<file path="config.mk">
export PLATFORM = sky130hd
export DESIGN_NAME = pfde_ctrl
export DESIGN_NICKNAME = d
export VERILOG_FILES = /design/src/hdl/pfde_pkg.sv /design/src/hdl/pfde_ctrl.sv
export SDC_FILE = /design/constraint.sdc
export NUM_CORES = 1
export LEC_CHECK = 0
export BUFFER_PORTS_ARGS = -buffer_cell sky130_fd_sc_hd__buf_2
export CORE_AREA = 2 2 39 41
export CTS_BUF_LIST = sky130_fd_sc_hd__clkbuf_16
export DETAILED_ROUTE_END_ITERATION = 10
export DIE_AREA = 0 0 41 43
export SETUP_SLACK_MARGIN = 0.2
export SYNTH_ARGS = -nofsm -noshare
export SYNTH_HDL_FRONTEND = slang
export SYNTH_SLANG_ARGS = --single-unit
</file>
<file path="constraint.sdc">
create_clock -name clk_i -period 1.5 [get_ports clk_i]
set_input_delay 0.15 -clock clk_i [delete_from_list [all_inputs] [get_ports clk_i]]
set_output_delay 0.15 -clock clk_i [all_outputs]
set_load 0.02 [all_outputs]
</file>
<file path="src/hdl/pfde_pkg.sv">
package pfde_pkg;

  localparam int DISP_WIDTH_DEF  = 128;
  localparam int DISP_HEIGHT_DEF = 64;
  localparam int PAGE_ROWS       = 8;

  typedef enum logic [1:0] {
    CMD_DRAW  = 2'd0,
    CMD_FILL  = 2'd1,
    CMD_CLEAR = 2'd2,
    CMD_READ  = 2'd3
  } cmd_e;

  localparam logic ST_OK        = 1'b0;
  localparam logic ST_BAD_START = 1'b1;

  typedef struct packed {
    logic load;
    logic rd;
    logic wr;
    logic clr_step;
    logic res_load;
  } dp_cmd_t;

  typedef struct packed {
    cmd_e cmd;
    logic bad;
    logic empty;
    logic last_byte;
    logic clr_last;
  } dp_sts_t;

endpackage

</file>
<file path="src/hdl/pfde_ctrl.sv">
module pfde_ctrl (
  input  logic              clk_i,
  input  logic              rst_ni,
  input  logic              in_valid_i,
  output logic              in_ready_o,
  output logic              out_valid_o,
  input  logic              out_ready_i,
  output pfde_pkg::dp_cmd_t cmd_o,
  input  pfde_pkg::dp_sts_t sts_i
);
  import pfde_pkg::*;

  localparam logic [2:0] S_INIT = 3'd0;
  localparam logic [2:0] S_IDLE = 3'd1;
  localparam logic [2:0] S_DEC  = 3'd2;
  localparam logic [2:0] S_RD   = 3'd3;
  localparam logic [2:0] S_WR   = 3'd4;
  localparam logic [2:0] S_CLR  = 3'd5;
  localparam logic [2:0] S_FIN  = 3'd6;

  logic [2:0] state_q, state_d;
  logic       out_valid_q, out_valid_d;
  logic       can_fin;

  assign can_fin = !out_valid_q || out_ready_i;

  always_comb begin
    state_d    = state_q;
    cmd_o      = '0;
    in_ready_o = 1'b0;
    unique case (state_q)
      S_INIT: begin
        cmd_o.clr_step = 1'b1;
        if (sts_i.clr_last) begin
          state_d = S_IDLE;
        end
      end
      S_IDLE: begin
        in_ready_o = 1'b1;
        if (in_valid_i) begin
          cmd_o.load = 1'b1;
          state_d    = S_DEC;
        end
      end
      S_DEC: begin
        unique case (sts_i.cmd)
          CMD_CLEAR: state_d = S_CLR;
          CMD_READ: begin
            cmd_o.rd = 1'b1;
            state_d  = S_FIN;
          end
          default: begin
            if (sts_i.bad || sts_i.empty) begin
              cmd_o.res_load = can_fin;
              state_d        = can_fin ? S_IDLE : S_FIN;
            end else begin
              cmd_o.rd = 1'b1;
              state_d  = S_WR;
            end
          end
        endcase
      end
      S_RD: begin
        cmd_o.rd = 1'b1;
        state_d  = S_WR;
      end
      S_WR: begin
        cmd_o.wr = 1'b1;
        if (sts_i.last_byte) begin
          cmd_o.res_load = can_fin;
          state_d        = can_fin ? S_IDLE : S_FIN;
        end else begin
          state_d = S_RD;
        end
      end
      S_CLR: begin
        cmd_o.clr_step = 1'b1;
        if (sts_i.clr_last) begin
          state_d = S_FIN;
        end
      end
      S_FIN: begin
        if (can_fin) begin
          cmd_o.res_load = 1'b1;
          state_d        = S_IDLE;
        end
      end
      default: state_d = S_INIT;
    endcase
  end

  always_comb begin
    out_valid_d = out_valid_q;
    if (cmd_o.res_load) begin
      out_valid_d = 1'b1;
    end else if (out_ready_i) begin
      out_valid_d = 1'b0;
    end
  end

  always_ff @(posedge clk_i or negedge rst_ni) begin
    if (!rst_ni) begin
      state_q     <= S_INIT;
      out_valid_q <= 1'b0;
    end else begin
      state_q     <= state_d;
      out_valid_q <= out_valid_d;
    end
  end

  assign out_valid_o = out_valid_q;

endmodule

</file>
==> results.sh, run 1 <==
export IMPL_io_buffers=16
export IMPL_place_detailed_hpwl_um=855
export IMPL_via_count=547
export IMPL_timing_final_setup_violations=0
export IMPL_drive_above_1_share=0.489
export IMPL_die_height_um=43
export IMPL_post_route_worst_setup_slack_ns=0.0558
export IMPL_core_area_sq_um=1380
export IMPL_power_density_over_the_cells_nw_per_um2=2170
export IMPL_numClockSinks=4
export IMPL_ys_warnings_count=0
export IMPL_grt_start_max_net_pins=11
export IMPL_max_slew_worst_pin_slew_ns=0.407
export IMPL_grt_setup_unrepaired="yes"
export IMPL_globalRouteMet2Util=0.278
export IMPL_clock_tree_htree_level_count=1
export IMPL_wirelength_um=1410
export IMPL_layout_min_cycle_time_ns=1.44
export IMPL_power_leakage_nw=0.366
export IMPL_required_ns=1.35
export IMPL_synth_cells=59
export IMPL_timing_critical_path_slowest_stage_cell="dfrtp_1"
export IMPL_synth_top_cells_by_area="dfrtp_1 24%, nor2_1 9.1%, nand2b_1 7.6%"
export IMPL_placementRows=14
export IMPL_io_pins=17
export IMPL_worst_path_max_fanout=5
export IMPL_final_clock_period_utilization_by_the_worst_path=0.963
export IMPL_max_stage_delay_ns=0.36
export IMPL_final_design_area_no_fill_sq_um=751
export IMPL_report_power_total_mw=1.63
export IMPL_synthesis_area_per_instance_sq_um=6.96
export IMPL_clk_path_buf_depth=2
export IMPL_synth_commonest_cells="10 x nor2_1, 6 x a21oi_1, 5 x nand2b_1"
export IMPL_synth_top_cell_by_area="dfrtp_1"
export IMPL_maxSlewHeadroom=0.728
export IMPL_synth_seq_area_share=0.244
export IMPL_skew_ns=0.00315
export IMPL_synth_top_cell_area_share=0.244
export IMPL_synthesis_area_sq_um=410
export IMPL_synth_enable_flop_cells=0
export IMPL_maxCapViolCount=0
export IMPL_die_area_sq_um=1760
export IMPL_synth_async_reset_ratio=1.00
export IMPL_timing_final_hold_violations=0
export IMPL_synth_main_ff_cell="dfrtp_1"
export IMPL_setup_worst_path_class="flip-flop to primary output"
export IMPL_cp_start_kind="flip-flop"
export IMPL_first_iter_violations=8
export IMPL_slew_viol_final=0
export IMPL_synth_lib_cells_used_distinct=27
export IMPL_fin_setup_tns_ns=0
export IMPL_avgViaCountPerCell=5.16
export IMPL_pre_cts_ws_ns=0.0745
export IMPL_n_antenna_cell=0
export IMPL_worstPathBufferInverterCount=2
export IMPL_place_congestion=0.718
export IMPL_nets_final=102
export IMPL_grt_pass1_wl_um=2040
export IMPL_drc=0
export IMPL_yosysMostFrequentCell="nor2_1"
export IMPL_synth_seq_cells=4
export IMPL_floorplan_die_width_um=41
export IMPL_areaGrowthSynthToFinish_pct=82.9
export IMPL_critPathArrivalTime_ns=1.29
export IMPL_first_global_vias=508
export IMPL_worst_hold_slack_ns=0.256
export IMPL_grt_util_met3=0.0314
export IMPL_globalRouteMet1Util=0.189
export IMPL_status="finished clean"
export IMPL_postPlaceCellArea_sq_um=531
export IMPL_antenna_violating_nets_post_route=0
export IMPL_busiest_layer="met2"
export IMPL_global_route_usage_total=0.171
export IMPL_worst_skew_pair_late_latency_ns=0.22
export IMPL_wl_per_cell_um=13.3
export IMPL_cts_tree="yes"
export IMPL_hold_class="primary input to asynchronous set/reset pin"
export IMPL_worst_setup_hold_path_clk_slew_ns=0.03
export IMPL_grt_antenna_before_repair=0
export IMPL_worstPathCellList="buf_6 > a21oi_2 > nor2_2 > o21ai_2 > nor2_1 > buf_4"
export IMPL_ir_drop_uv=1150
export IMPL_worst_path_dominant_cell_family="flip-flops"
export IMPL_firstDrtPassIters=4
export IMPL_gr_total_overflow=0
export IMPL_initial_core_util=0.297
export IMPL_cp_end_kind="primary output"
export IMPL_clock_tree_root_cell="clkbuf_16"
export IMPL_clock_fmax_mhz=692
export IMPL_cts_buffers_inserted=3
export IMPL_mappedNetlistNets=69
-- flip-flops by register name, summed over array words and instances (netlist names) --
signal       flops
out_valid_o      1
state_q          3
-- kinds of logic (layout without fill, tap and decap cells) --
family / after synthesis / after routing / synth area share
compound gates: 21 / 21 / 0.351
xor+xnor: 1 / 1 / 0.0213
buf+inv: 8 / 39 / 0.0914
flops: 4 / 4 / 0.244
simple gates: 25 / 25 / 0.293
-- cells in the final DEF (no fill, tap or decap), drive strengths merged, types with 2 or more instances in the layout --
cell type | Yosys | final
dfrtp | 4 | 4
buf | 4 | 31
a21oi | 6 | 6
nor2 | 10 | 10
nand2b | 5 | 5
inv | 4 | 4
o21ai | 4 | 4
nor2b | 2 | 2
nor3 | 2 | 2
nand2 | 3 | 3
clkbuf | 0 | 3
-- per-layer routing --
layer / wire length, um / share of wire
met4: 63 / 0.045
met3: 50 / 0.035
met5: 0 / 0
met2: 708 / 0.50
met1: 587 / 0.42
-- worst reg2reg max path: stages (launching register included) --
cell	delay (ns)
dfrtp_1	0.36
buf_4	0.14
nand2b_1	0.09
or3_1	0.36
a32oi_1	0.20
o32ai_1	0.09
-- final timing paths --
check                      depth (start not counted)                       to  slack, ns               startpoint
max                                                6                 cmd_o[0]       0.06   state_q[2]$_DFFE_PN0P_
min                                                2   state_q[1]$_DFFE_PN0P_       0.26                   rst_ni
max reg2reg                                        5   state_q[0]$_DFFE_PN0P_       0.13   state_q[2]$_DFFE_PN0P_
min reg2reg                                        2  out_valid_o$_DFFE_PN0P_       0.54  out_valid_o$_DFFE_PN0P_
max in group asynchronous                          2   state_q[0]$_DFFE_PN0P_       1.12                   rst_ni
min in group clk_i                                 3  out_valid_o$_DFFE_PN0P_       0.26              out_ready_i
-- through the flow --
step / instances / utilization
after floorplan: 59 / -
after global placement: 91 / 0.383
after detailed placement: 91 / 0.383
after CTS: 104 / 0.518
after global routing: 106 / 0.542
final: 106 / 0.542
-- what timing repair did --
item,CTS,global route
pin swaps,6,2
hold endpoints to repair,4,0
setup buffers,9,2
resized for setup,13,6
setup endpoints to repair,7,8
hold buffers,1,0
-- area by class of cell --
| class | count | area (sq um) |
|---|---|---|
| Fill cell | 114 | 633 |
| Multi-Input combinational cell | 47 | 303 |
| Timing Repair Buffer | 32 | 236 |
| Sequential cell | 4 | 101 |
| Clock buffer | 3 | 75.1 |
| Tap cell | 16 | 20.0 |
| Inverter | 4 | 15.0 |
-- report_power, final --
part,internal (mW),switching (mW)
Sequential,0.157,0.0613
Combinational,0.496,0.495
Clock,0.341,0.0760
Total,0.993,0.633
(Power assumes the default switching activity.)
==> run 2: changes to the inputs <==
--- a/config.mk
+++ b/config.mk
@@ -5,6 +5,7 @@
 export SDC_FILE = /design/constraint.sdc
 export NUM_CORES = 1
 export LEC_CHECK = 0
+export ABC_AREA = 1
 export BUFFER_PORTS_ARGS = -buffer_cell sky130_fd_sc_hd__buf_2
 export CORE_AREA = 2 2 39 41
 export CTS_BUF_LIST = sky130_fd_sc_hd__clkbuf_16
==> constraint.sdc (replaced) <==
create_clock -name clk_i -period 1.5 [get_ports clk_i]
set_input_delay 0.225 -clock clk_i [delete_from_list [all_inputs] [get_ports clk_i]]
set_output_delay 0.225 -clock clk_i [all_outputs]
set_load 0.02 [all_outputs]
==> run 2 against run 1 <==
  * The run now ends with setup timing left
  * Routed wire length is 19% higher
  * Sequential share of layout area is 2.9 points lower
  * Total power is 25% higher
  * First-iteration DRC count is 25% lower
  * Synthesized cell count is 42% higher
  * Critical path depth is 2 lower
  * Area after synthesis is 25% higher
  * Global-route usage is 2.4 points higher
  * Worst hold slack better by 0.058 ns
  * Register-to-register slack worse by 0.03 ns
  * Count of clock-buffer cells in the layout stayed put
  * Critical endpoint unchanged
==> results.sh, run 2 <==
export IMPL_placementRows=14
export IMPL_slew_viol_final=0
export IMPL_die_height_um=43
export IMPL_synth_cells=84
export IMPL_ir_drop_uv=1200
export IMPL_firstDrtPassIters=4
export IMPL_synth_main_ff_cell="dfrtp_1"
export IMPL_synth_top_cells_by_area="nand2_1 20%, dfrtp_1 19%, nand3_1 8.8%"
export IMPL_rr_endpoint="out_valid_o$_DFFE_PN0P_"
export IMPL_r2r_slack_ns=0.10
export IMPL_timing_final_setup_violations=4
export IMPL_mappedNetlistNets=94
export IMPL_grt_start_max_net_pins=8
export IMPL_cp_start_kind="flip-flop"
export IMPL_grt_util_met3=0.0471
export IMPL_wl_per_cell_um=12.4
export IMPL_globalRouteMet2Util=0.344
export IMPL_synthesis_area_sq_um=514
export IMPL_pre_cts_ws_ns=0.0959
export IMPL_n_antenna_cell=0
export IMPL_clock_tree_root_cell="clkbuf_16"
export IMPL_busiest_layer="met2"
export IMPL_timing_final_hold_violations=0
export IMPL_ys_warnings_count=0
export IMPL_first_iter_violations=6
export IMPL_grt_setup_unrepaired="yes"
export IMPL_clock_tree_htree_level_count=1
export IMPL_synth_seq_area_share=0.195
export IMPL_first_global_vias=587
export IMPL_drive_above_1_share=0.555
export IMPL_maxCapViolCount=0
export IMPL_final_clock_period_utilization_by_the_worst_path=1.08
export IMPL_worstHoldPathCells=3
export IMPL_core_area_sq_um=1380
export IMPL_fillers=116
export IMPL_worst_setup_hold_path_clk_slew_ns=0.03
export IMPL_worst_hold_slack_ns=0.314
export IMPL_synth_top_cell_by_area="nand2_1"
export IMPL_worst_r2r_path_depth=7
export IMPL_grt_pass1_wl_um=2280
export IMPL_layout_min_cycle_time_ns=1.61
export IMPL_die_area_sq_um=1760
export IMPL_failing_checks="setup timing"
export IMPL_worst_skew_pair_late_latency_ns=0.23
export IMPL_max_slew_worst_pin_slew_ns=0.251
export IMPL_layout_common_cells="23 x nand2_1, 16 x buf_6, 11 x inv_1"
export IMPL_hold_class="primary input to flip-flop"
export IMPL_setup_worst_path_class="flip-flop to primary output"
export IMPL_crit_start="state_q[0]$_DFFE_PN0P_"
export IMPL_synthesis_area_per_instance_sq_um=6.12
export IMPL_synth_async_reset_ratio=1.00
export IMPL_io_buffers=16
export IMPL_synth_commonest_cells="28 x nand2_1, 12 x inv_1, 9 x nand3_1"
export IMPL_power_leakage_nw=0.532
export IMPL_cp_end_kind="primary output"
export IMPL_synth_enable_flop_cells=0
export IMPL_wirelength_um=1680
export IMPL_cts_tree="yes"
export IMPL_place_detailed_hpwl_um=971
export IMPL_cts_buffers_inserted=3
export IMPL_nets_final=131
export IMPL_clock_fmax_mhz=620
export IMPL_final_common_cell="nand2_1"
export IMPL_synth_top_cell_area_share=0.204
export IMPL_via_count=652
export IMPL_initial_core_util=0.372
export IMPL_post_route_worst_setup_slack_ns=-0.113
export IMPL_place_congestion=0.789
export IMPL_globalRouteMet1Util=0.203
export IMPL_maxSlewHeadroom=0.832
export IMPL_register_with_the_most_flip_flops="state_q"
export IMPL_antenna_violating_nets_post_route=0
export IMPL_power_density_over_the_cells_nw_per_um2=2110
export IMPL_min_delay_start="sts_i[1]"
export IMPL_clk_path_buf_depth=2
export IMPL_critPathArrivalTime_ns=1.39
export IMPL_drc=0
export IMPL_floorplan_die_width_um=41
export IMPL_synth_lib_cells_used_distinct=21
export IMPL_numClockSinks=4
export IMPL_status="finished, violations left"
export IMPL_worst_path_max_fanout=4
export IMPL_synth_seq_cells=4
export IMPL_regToRegStartpoint="state_q[0]$_DFFE_PN0P_"
export IMPL_io_pins=17
export IMPL_yosysMostFrequentCell="nand2_1"
export IMPL_global_route_usage_total=0.195
export IMPL_avgViaCountPerCell=4.83
export IMPL_gr_total_overflow=0
export IMPL_worst_setup_path_end="cmd_o[0]"
export IMPL_areaGrowthSynthToFinish_pct=86.4
export IMPL_skew_ns=0.00214
export IMPL_required_ns=1.27
export IMPL_grt_antenna_before_repair=0
export IMPL_largest_register_ff_count=3
## run 2: cell count changes after synthesis, sizes merged, moves of 2 or more
| cell | change |
|---|---|
| nand2 | +30 |
| inv | +11 |
| nand3 | +9 |
| a21oi | -5 |
| nand2b | -5 |
| nor2 | +3 |
| o21ai | -3 |
| nor2b | -2 |
## run 2: repair_timing
| item | 4_1_cts | 5_1_grt |
|---|---|---|
| hold endpoints to repair | 4 | 0 |
| pin swaps | 12 | 12 |
| endpoints found under the setup margin | 6 | 10 |
| hold buffers | 1 | 0 |
| resized for setup | 21 | 18 |
| buffers inserted | 14 | 2 |
## run 2: how the worst min path moves through the flow
stage / endpoint / slack, ns
finish: out_valid_o$_DFFE_PN0P_ / 0.31
global placement: out_valid_o$_DFFE_PN0P_ / 0.03
CTS: out_valid_o$_DFFE_PN0P_ / 0.30
floorplan: out_valid_o$_DFFE_PN0P_ / -0.07
detailed placement: out_valid_o$_DFFE_PN0P_ / 0.03
global route: out_valid_o$_DFFE_PN0P_ / 0.33
## run 2: worst max-delay path, stage by stage, from the launching register on
cell	delay (ns)
dfrtp_2	0.47
nor3_4	0.25
nand3_2	0.10
a31oi_1	0.18
buf_4	0.16
## run 2: cell families after synthesis
logic type | Yosys count | synth area share
buf+inv | 18 | 0.165
flops | 4 | 0.195
simple gates | 59 | 0.608
compound gates | 3 | 0.0316
## run 2: cell type report
class / count / area [sq um] / share of cell area
Multi-Input combinational cell: 62 / 403 / 0.420
Sequential cell: 4 / 101 / 0.106
Tap cell: 16 / 20.0 / 0.0209
Clock buffer: 3 / 75.1 / 0.0783
Inverter: 15 / 58.8 / 0.0614
Timing Repair Buffer: 35 / 300 / 0.313
## run 2: where the power goes
| part | switching, mW | internal (mW) | leakage (nW) | total, mW |
|---|---|---|---|---|
| Sequential | 0.0730 | 0.156 | 0.0503 | 0.229 |
| Clock | 0.0874 | 0.342 | 0.0370 | 0.429 |
| Combinational | 0.715 | 0.653 | 0.445 | 1.37 |
## run 2: stage by stage
step | area [sq um] | power (mW) | util | setup TNS, ns | std cells
5_1_grt | 958 | 2.14 | 0.693 | -0.425 | 135
3_3_place_gp | 606 | 1.03 | 0.438 | 0 | 115
4_1_cts | 870 | 1.81 | 0.628 | -0.0804 | 133
6_report | 958 | 2.03 | 0.693 | -0.222 | 135
2_1_floorplan | 517 | 0.874 | - | 0 | 84
3_5_place_dp | 606 | 1.03 | 0.438 | 0 | 115
## run 2: layer usage
| layer | vias up | share of wire | routed length [um] |
|---|---|---|---|
| met5 | - | 0 | 0 |
| met4 | 0 | 0.012 | 20 |
| met3 | 2 | 0.039 | 66 |
| met2 | 19 | 0.57 | 960 |
| met1 | 305 | 0.38 | 630 |
| li1 | 326 | - | - |
